File: config.mk
export PLATFORM = sky130hd
export DESIGN_NAME = rgb_led_fade_engine_unit
export DESIGN_NICKNAME = d
export VERILOG_FILES = /design/src/lfe_pkg.sv /design/src/lfe_div.sv /design/src/lfe_mix.sv /design/src/rgb_led_fade_engine_unit.sv
export SDC_FILE = /design/constraint.sdc
export NUM_CORES = 2
export LEC_CHECK = 0
export ABC_CLOCK_PERIOD_IN_PS = 12900
export BUFFER_PORTS_ARGS = -buffer_cell sky130_fd_sc_hd__buf_2
export CORE_MARGIN = 3
export CORE_UTILIZATION = 40
export CTS_BUF_LIST = sky130_fd_sc_hd__clkbuf_8 sky130_fd_sc_hd__clkbuf_16
export DETAILED_ROUTE_END_ITERATION = 8
export SYNTH_ARGS = -nofsm -noshare
export SYNTH_HDL_FRONTEND = slang
export SYNTH_HIERARCHICAL = 1
export SYNTH_SLANG_ARGS = --single-unit
File: constraint.sdc
create_clock -name clk -period 12.9 [get_ports clk]
set_input_delay 1.29 -clock clk [delete_from_list [all_inputs] [get_ports clk]]
set_output_delay 1.29 -clock clk [all_outputs]
set_load 0.05 [all_outputs]
File: src/lfe_pkg.sv
// Shared types and constants for the RGB LED fade engine.
package lfe_pkg;

  localparam int LED_COUNT = 8;
  localparam int LED_W     = (LED_COUNT > 1) ? $clog2(LED_COUNT) : 1;
  localparam int IDX_W     = (LED_W > 3) ? LED_W : 3;
  localparam int SEL_CMP_W = 7;

  localparam logic [7:0]  TICK_MILLIS_RST = 8'd10;
  localparam logic [15:0] STEP_MAX        = 16'hFFFF;
  localparam logic [7:0]  POS_TOP         = 8'hFF;
  localparam logic        ACT_TICK        = 1'b0;
  localparam logic        ACT_START       = 1'b1;

  // red in [7:0], green in [15:8], blue in [23:16]
  typedef logic [23:0] color_t;

  typedef enum logic [2:0] {
    ST_IDLE,
    ST_DIV,
    ST_TICK,
    ST_MIX,
    ST_PUT
  } lfe_state_t;

endpackage

File: src/lfe_div.sv
// Bit-serial restoring divider for the fade step, 65535*tick_millis/duration.
module lfe_div (
  input  logic        clk,
  input  logic        rst,
  input  logic        start,
  input  logic [7:0]  tick_millis,
  input  logic [15:0] duration,
  output logic        done,
  output logic [15:0] step
);
  import lfe_pkg::*;

  logic [23:0] dq;
  logic [16:0] rem;
  logic [15:0] dvs;
  logic [4:0]  cnt;
  logic        busy;

  logic [16:0] rem_sh;
  logic [17:0] trial;
  logic        qbit;

  always_comb begin
    rem_sh = {rem[15:0], dq[23]};
    trial  = {1'b0, rem_sh} - {2'b00, dvs};
    qbit   = ~trial[17];
  end

  // quotient above 16 bits saturates
  assign step = (dq[23:16] != 8'd0) ? STEP_MAX : dq[15:0];

  always_ff @(posedge clk) begin
    if (rst) begin
      busy <= 1'b0;
      done <= 1'b0;
      cnt  <= 5'd0;
    end else begin
      done <= 1'b0;
      if (start) begin
        busy <= 1'b1;
        cnt  <= 5'd24;
        dq   <= {tick_millis, 16'h0000} - {16'h0000, tick_millis};
        rem  <= 17'd0;
        dvs  <= duration;
      end else if (busy) begin
        rem  <= qbit ? trial[16:0] : rem_sh;
        dq   <= {dq[22:0], qbit};
        cnt  <= cnt - 5'd1;
        if (cnt == 5'd1) begin
          busy <= 1'b0;
          done <= 1'b1;
        end
      end
    end
  end

endmodule

File: src/lfe_mix.sv
// Bit-serial blend of current and target color, all channels at once.
module lfe_mix (
  input  logic            clk,
  input  logic            rst,
  input  logic            start,
  input  logic [7:0]      pos,
  input  lfe_pkg::color_t cur,
  input  lfe_pkg::color_t tgt,
  output logic            done,
  output lfe_pkg::color_t res
);
  import lfe_pkg::*;

  logic [7:0]  pm;
  logic [7:0]  qm;
  logic [15:0] cur_sh [3];
  logic [15:0] tgt_sh [3];
  logic [15:0] acc_c  [3];
  logic [15:0] acc_t  [3];
  logic [3:0]  cnt;
  logic        busy;

  always_comb begin
    for (int c = 0; c < 3; c++) begin
      res[c*8 +: 8] = acc_c[c][15:8] + acc_t[c][15:8];
    end
  end

  always_ff @(posedge clk) begin
    if (rst) begin
      busy <= 1'b0;
      done <= 1'b0;
      cnt  <= 4'd0;
    end else begin
      done <= 1'b0;
      if (start) begin
        busy <= 1'b1;
        cnt  <= 4'd8;
        pm   <= pos;
        qm   <= 8'(9'd256 - {1'b0, pos});
        for (int c = 0; c < 3; c++) begin
          cur_sh[c] <= {8'h00, cur[c*8 +: 8]};
          tgt_sh[c] <= {8'h00, tgt[c*8 +: 8]};
          acc_c[c]  <= 16'd0;
          acc_t[c]  <= 16'd0;
        end
      end else if (busy) begin
        // add the shifted operand for the low multiplier bit, then advance
        for (int c = 0; c < 3; c++) begin
          acc_c[c]  <= acc_c[c] + (qm[0] ? cur_sh[c] : 16'd0);
          acc_t[c]  <= acc_t[c] + (pm[0] ? tgt_sh[c] : 16'd0);
          cur_sh[c] <= {cur_sh[c][14:0], 1'b0};
          tgt_sh[c] <= {tgt_sh[c][14:0], 1'b0};
        end
        qm  <= {1'b0, qm[7:1]};
        pm  <= {1'b0, pm[7:1]};
        cnt <= cnt - 4'd1;
        if (cnt == 4'd1) begin
          busy <= 1'b0;
          done <= 1'b1;
        end
      end
    end
  end

endmodule

File: src/rgb_led_fade_engine_unit.sv
// Top level of the RGB LED fade engine: fader state, sequencer and stream ports.
//
// Input transactions on s_axis carry one item. tuser = 0 is a tick, tuser = 1
// starts a fade on the LED given in tdata with a target color and a duration.
// A start yields no output. Its step is found by a bit-serial divider, so a
// start with nonzero duration holds the block until the divider is done; a
// zero duration sets the maximum step at once.
// A tick walks the LEDs in order and emits one m_axis transaction per LED,
// tlast marking the final LED, tuser the done flag. An LED that is not at
// its start or target is blended by a bit-serial multiply; one that is takes
// its start or target color directly. One item is worked at a time;
// s_axis_tready is high only between items. The result register holds a
// finished color while the next item is accepted; if the receiver stalls,
// the walk waits on that register.
// cfg_wr_en writes tick_millis (reset 10); the user must assert it only while idle, as the block does not enforce it.
// Reset (rst, synchronous) clears all colors, positions and steps to zero.
module rgb_led_fade_engine_unit (
  input  logic        clk,
  input  logic        rst,
  input  logic        cfg_wr_en,
  input  logic [7:0]  cfg_wr_data,
  input  logic        s_axis_tvalid,
  output logic        s_axis_tready,
  // led_select[2:0], target_red[10:3], target_green[18:11], target_blue[26:19],
  // fade_duration[42:27], zero fill
  input  logic [47:0] s_axis_tdata,
  // action[0]
  input  logic        s_axis_tuser,
  output logic        m_axis_tvalid,
  input  logic        m_axis_tready,
  // led_number[2:0], red_level[10:3], green_level[18:11], blue_level[26:19], zero fill
  output logic [31:0] m_axis_tdata,
  // fade_done[0]
  output logic        m_axis_tuser,
  // last_of_run
  output logic        m_axis_tlast
);
  import lfe_pkg::*;

  logic [7:0]  tick_millis;
  color_t      cur_mem   [LED_COUNT];
  color_t      start_mem [LED_COUNT];
  color_t      tgt_mem   [LED_COUNT];
  logic [15:0] pos_mem   [LED_COUNT];
  logic [15:0] step_mem  [LED_COUNT];

  lfe_state_t  state, state_next;
  logic [IDX_W-1:0] li;
  color_t      res_color;
  logic        res_done;

  logic [2:0]  in_sel;
  color_t      in_tgt;
  logic [15:0] in_dur;
  logic        in_fire;
  logic        sel_ok;

  logic        div_start, div_done;
  logic [15:0] div_step;
  logic        mix_start, mix_done;
  color_t      mix_res;
  logic        put_en;
  logic        out_free;
  logic        li_last;

  logic [LED_W-1:0] ia;
  logic [15:0] pos_cur;
  logic [7:0]  p_top;
  logic [16:0] pos_sum;
  logic [15:0] pos_sat;

  assign in_sel   = s_axis_tdata[2:0];
  assign in_tgt   = s_axis_tdata[26:3];
  assign in_dur   = s_axis_tdata[42:27];
  assign in_fire  = s_axis_tvalid && s_axis_tready;
  assign sel_ok   = SEL_CMP_W'(in_sel) < SEL_CMP_W'(LED_COUNT);
  assign out_free = !m_axis_tvalid || m_axis_tready;
  assign li_last  = (li == IDX_W'(LED_COUNT - 1));

  assign ia      = li[LED_W-1:0];
  assign pos_cur = pos_mem[ia];
  assign p_top   = pos_cur[15:8];
  assign pos_sum = {1'b0, pos_cur} + {1'b0, step_mem[ia]};
  assign pos_sat = pos_sum[16] ? STEP_MAX : pos_sum[15:0];

  lfe_div u_div (
    .clk         (clk),
    .rst         (rst),
    .start       (div_start),
    .tick_millis (tick_millis),
    .duration    (in_dur),
    .done        (div_done),
    .step        (div_step)
  );

  lfe_mix u_mix (
    .clk   (clk),
    .rst   (rst),
    .start (mix_start),
    .pos   (p_top),
    .cur   (cur_mem[ia]),
    .tgt   (tgt_mem[ia]),
    .done  (mix_done),
    .res   (mix_res)
  );

  // next state
  always_comb begin
    state_next = state;
    case (state)
      ST_IDLE: begin
        if (in_fire) begin
          if (s_axis_tuser == ACT_TICK) begin
            state_next = ST_TICK;
          end else if (sel_ok && in_dur != 16'd0) begin
            state_next = ST_DIV;
          end
        end
      end
      ST_DIV: begin
        if (div_done) state_next = ST_IDLE;
      end
      ST_TICK: begin
        if (p_top == POS_TOP || p_top == 8'd0) state_next = ST_PUT;
        else state_next = ST_MIX;
      end
      ST_MIX: begin
        if (mix_done) state_next = ST_PUT;
      end
      ST_PUT: begin
        if (out_free) state_next = li_last ? ST_IDLE : ST_TICK;
      end
      default: state_next = ST_IDLE;
    endcase
  end

  // control strobes
  always_comb begin
    s_axis_tready = 1'b0;
    div_start     = 1'b0;
    mix_start     = 1'b0;
    put_en        = 1'b0;
    case (state)
      ST_IDLE: begin
        s_axis_tready = 1'b1;
        div_start     = in_fire && s_axis_tuser == ACT_START && sel_ok && in_dur != 16'd0;
      end
      ST_TICK: mix_start = !(p_top == POS_TOP || p_top == 8'd0);
      ST_PUT:  put_en    = out_free;
      default: ;
    endcase
  end

  always_ff @(posedge clk) begin
    if (rst) begin
      state         <= ST_IDLE;
      tick_millis   <= TICK_MILLIS_RST;
      li            <= '0;
      m_axis_tvalid <= 1'b0;
      for (int n = 0; n < LED_COUNT; n++) begin
        cur_mem[n]   <= '0;
        start_mem[n] <= '0;
        tgt_mem[n]   <= '0;
        pos_mem[n]   <= '0;
        step_mem[n]  <= '0;
      end
    end else begin
      state <= state_next;
      if (cfg_wr_en) tick_millis <= cfg_wr_data;

      if (state == ST_IDLE && in_fire) begin
        if (s_axis_tuser == ACT_TICK) begin
          li <= '0;
        end else if (sel_ok) begin
          // arm the fader; the step comes now or when the divider finishes
          li <= IDX_W'(in_sel);
          start_mem[in_sel[LED_W-1:0]] <= cur_mem[in_sel[LED_W-1:0]];
          tgt_mem[in_sel[LED_W-1:0]]   <= in_tgt;
          pos_mem[in_sel[LED_W-1:0]]   <= 16'd0;
          if (in_dur == 16'd0) step_mem[in_sel[LED_W-1:0]] <= STEP_MAX;
        end
      end

      if (state == ST_DIV && div_done) step_mem[ia] <= div_step;

      if (state == ST_TICK) begin
        res_done  <= (p_top == POS_TOP);
        res_color <= (p_top == POS_TOP) ? tgt_mem[ia] : start_mem[ia];
      end
      if (state == ST_MIX && mix_done) res_color <= mix_res;

      if (put_en) begin
        cur_mem[ia] <= res_color;
        if (!res_done) pos_mem[ia] <= pos_sat;
        m_axis_tvalid <= 1'b1;
        m_axis_tdata  <= {5'd0, res_color, li[2:0]};
        m_axis_tuser  <= res_done;
        m_axis_tlast  <= li_last;
        if (!li_last) li <= li + IDX_W'(1);
      end else if (m_axis_tready) begin
        m_axis_tvalid <= 1'b0;
      end
    end
  end

endmodule
==> results.md <==
- Status: finished clean
- CTS max path bufs: 3
- Number of distinct library cells after synthesis: 111
- Fill count: 13000
- Final TNS setup: 0 ns
- DRT antenna net count: 0
- Die area: 0.150 sq mm
- Htree depth: 4
- Gpl congestion: 0.831
- Max cap viols: 0
- Mapped Cells: 4747
- Initial core utilization: 40.3%
- Post-route total power: 10.4 mW
- Worst Path Required: 13.47 ns
- Placed Instances: 6541
- # DRC: 0
- Peak Freq: 148 MHz
- Sequential area share after synthesis: 60.5%
- Leakage: 24.4 nW
- Critical Path, Cell by Cell: buf_4 > buf_4 > and2b_4 > a22oi_2 > o22ai_2 > o21ai_1 > or4_2 > nand2_1 > nor3_2 > buf_4 > nor2_4 > buf_4 > nand2_4 > buf_4 > or3_1 > nor2_1 > a311oi_1 > o311ai_1
- Setup WS pre-CTS: 6.18 ns
- Gate power share: 20.6%
- Worst slew margin: 21.3%
- Final non-filler cell total: 6779
- Drt wl/cell: 25.2 um
- # IOs: 98
- Hold-fix buffers at CTS: 0
- Clock share of power: 34.3%
- Top delay family on crit path: buffers and inverters
- Routed WL: 171000 um
- Yosys warns: 6
- Post-synthesis instance area: 0.0580 sq mm
- CP peak stage delay: 0.64 ns
- Grt ovf: 0
- Clock slew at reported path FFs: 0.06 ns
- Critical path class: reg2reg
- Worst reg2reg setup slack: 6.14 ns
- DP HPWL: 99600 um
- Fin nets: 4999
- Critical-path top delay cell: or4_2
- Int Power: 7.26 mW
- Skew final: 0.0302 ns
- Final min period: 6.76 ns
- Syn Area/Cell: 12.2 sq um
- Worst-Margin Slew: 1.15 ns
- CTS tree: built
- Peak VDD IR: 0.105 mV
- Layout cells sized above 1: 12.1%
- Most used cell, CP: buf_4
- Max-slew violation count: 0
- Core Box Area: 0.144 sq mm
- Largest net degree at the start of global routing: 131
- DRT Pass-1 Iters: 5
- Final Hold Vio Count: 0
- Post-CTS setup buffer count: 0
- Crit. End Element: register
- Arrival time at the worst endpoint: 7.33 ns
- Die width: 387 um
- Area of placed instances: 0.0605 sq mm
- Num CTS Buffers: 132
- Root buf cell: clkbuf_16
- Crit start category: register
- Min-Delay Startpoint: u_mix/cnt[1]$_SDFFE_PP0P_
- I/O Buffers: 87
- Post-synth top flop: edfxtp_1
- Tightest Hold Check Type: reg2reg
- #FFs+latches synth: 1178
- Post-CTS sizing: 0
- Setup crit start: ia[0]$_SDFF_PP0_
- Routed vias: 39400
- Sequential power share: 45.1%
- Clock sinks: 1178
- Period utilization: 52.4%
- Post-synth EDFFs: 1150
- Initial antenna violation count: 3
- Ys async rst share: 0%
- Sw Pwr: 3.15 mW
- Vias in the first global route: 39200
- First-pass GRT wire length: 252000 um
- Final instance area: 0.0645 sq mm
- Final worst slack: 6.14 ns
- Cell Rows: 139
- RR Startpoint: ia[0]$_SDFF_PP0_
- CP max FO: 81
- PD cells: 161 mW/mm^2
- Worst-Skew Late Latency: 0.76 ns
- Drt initial violations: 3690
- Vias per cell: 5.81
- Setup violators final: 0
- CP bufs+invs: 5
- Unrepaired setup endpoints after global routing: no
- Total global-route track usage: 22.3%
- Syn-to-layout area delta: 11.2%
- Net Sw Frac: 30.2%
- Die Y: 387 um
-- placed cells by master (no fill, tap or decap), types with 20 or more instances in the layout --
cell / count
edfxtp_1: 1150
nor2_1: 658
and2_1: 349
nand2_1: 267
and3_1: 220
a22oi_1: 211
a21oi_1: 180
ha_1: 154
clkbuf_16: 134
mux2i_1: 117
inv_1: 101
buf_4: 90
nand3_1: 88
buf_2: 86
xnor2_1: 74
o21ai_0: 64
mux4_2: 59
nor3_1: 52
mux2_2: 51
a221oi_1: 50
nand4_1: 45
a21o_1: 45
xor2_1: 43
o21ai_1: 31
a22o_1: 30
or2_2: 28
nand2b_1: 28
clkinv_1: 28
clkinv_2: 26
a211oi_1: 25
dfxtp_1: 24
o211ai_1: 23
a31oi_1: 23
o21a_1: 21
nor2b_1: 20
-- tightest hold or removal path, delay by kind of cell (launching register included) --
kind	cells	cell delay, ns
flip-flops	1	0.32
AND/OR/NAND/NOR	1	0.08
AO/OA/AOI/OAI	1	0.06
-- sequential cells by signal (all words and copies together), names as in the netlist, 3 cells and up --
name,flops
u_div/dvs,16
u_mix/tgt_sh,48
u_mix/qm,8
u_div/dq,24
u_div/cnt,5
step_mem,128
tick_millis,8
start_mem,192
u_mix/acc_t,48
pos_mem,128
m_axis_tdata,27
u_mix/cnt,4
cur_mem,192
u_mix/acc_c,48
tgt_mem,192
res_color,24
u_div/rem,16
ia,3
u_mix/pm,8
u_mix/cur_sh,48
state,3
-- stage by stage --
step	hold slack (ns)	util, %
floorplan	0.453	-
global placement	0.487	42.0
detailed placement	0.493	42.0
CTS	0.501	44.9
global route	0.538	44.9
finish	0.508	44.9
-- per-layer routing --
layer	share of wire (%)	GRT usage, %	up-vias
met4	3.4	7.93	0
met2	48	36.8	1550
met1	42	29.8	19800
met5	0	0	-
li1	-	-	17800
met3	7.4	3.50	296
-- worst paths after layout --
| kind | end | depth (start not counted) |
|---|---|---|
| setup / recovery | u_mix/acc_c[0][28]$_SDFFCE_PN0P_ | 18 |
| hold / removal | u_mix/cnt[1]$_SDFFE_PP0P_ | 2 |
| setup reg to reg | u_mix/acc_c[0][28]$_SDFFCE_PN0P_ | 18 |
| hold reg to reg | u_mix/cnt[1]$_SDFFE_PP0P_ | 2 |
-- cell families (layout without fill, tap and decap cells) --
logic type | after synthesis | after routing | share of synthesized area [%]
buffers and inverters | 366 | 490 | 2.75
muxes | 228 | 228 | 5.32
AOI/OAI and AO/OA | 828 | 828 | 10.1
xor gates and xnor gates | 117 | 117 | 1.77
DFF | 1178 | 1178 | 60.5
adders and majority gates | 165 | 165 | 3.70
other | 1 | 6 | 0.00646
and+or+nand+nor | 1864 | 1864 | 15.9
-- synthesized netlist by cell type, types with 12 or more instances --
| cell | n | area [sq um] |
|---|---|---|
| edfxtp_1 | 1150 | 34500 |
| nor2_1 | 670 | 2510 |
| and2_1 | 351 | 2200 |
| nand2_1 | 268 | 1010 |
| and3_1 | 220 | 1380 |
| a22oi_1 | 211 | 1580 |
| clkbuf_1 | 200 | 751 |
| a21oi_1 | 180 | 901 |
| ha_1 | 154 | 1930 |
| mux2i_1 | 117 | 1170 |
| nand3_1 | 90 | 450 |
| xnor2_1 | 74 | 648 |
| inv_1 | 72 | 270 |
| o21ai_0 | 64 | 320 |
| nor3_1 | 61 | 305 |
| mux4_2 | 59 | 1330 |
| mux2_2 | 51 | 574 |
| a221oi_1 | 50 | 438 |
| a21o_1 | 45 | 338 |
| nand4_1 | 45 | 282 |
| buf_2 | 43 | 215 |
| xor2_1 | 43 | 377 |
| nand2b_1 | 36 | 225 |
| o21ai_1 | 31 | 155 |
| a22o_1 | 30 | 263 |
| dfxtp_1 | 28 | 561 |
| or2_2 | 28 | 175 |
| a211oi_1 | 25 | 188 |
| a31oi_1 | 23 | 144 |
| o211ai_1 | 23 | 173 |
| nor2b_1 | 22 | 138 |
| o21a_1 | 21 | 158 |
| buf_1 | 20 | 75.1 |
| nor4_1 | 15 | 93.8 |
| nor3b_1 | 13 | 97.6 |
| a221o_1 | 12 | 120 |
-- layout make-up --
class / instances / area [sq um] / area share [%]
Antenna cell: 1 / 2.50 / 0.00388
Clock buffer: 135 / 3370 / 5.22
Tap cell: 1903 / 2380 / 3.69
Sequential cell: 1178 / 35100 / 54.4
Timing Repair Buffer: 178 / 1150 / 1.78
Multi-Input combinational cell: 3207 / 21600 / 33.4
Inverter: 75 / 283 / 0.438
Clock inverter: 102 / 678 / 1.05
-- power groups by stage --
stage	registers, mW	clock network (mW)	logic [mW]
after floorplan	4.74	0	1.48
after global placement	4.77	0	2.11
after detailed placement	4.77	0	2.12
after CTS	4.70	3.63	2.14
after global routing	4.72	3.78	2.33
final	4.70	3.57	2.15
(Power assumes the default switching activity.)
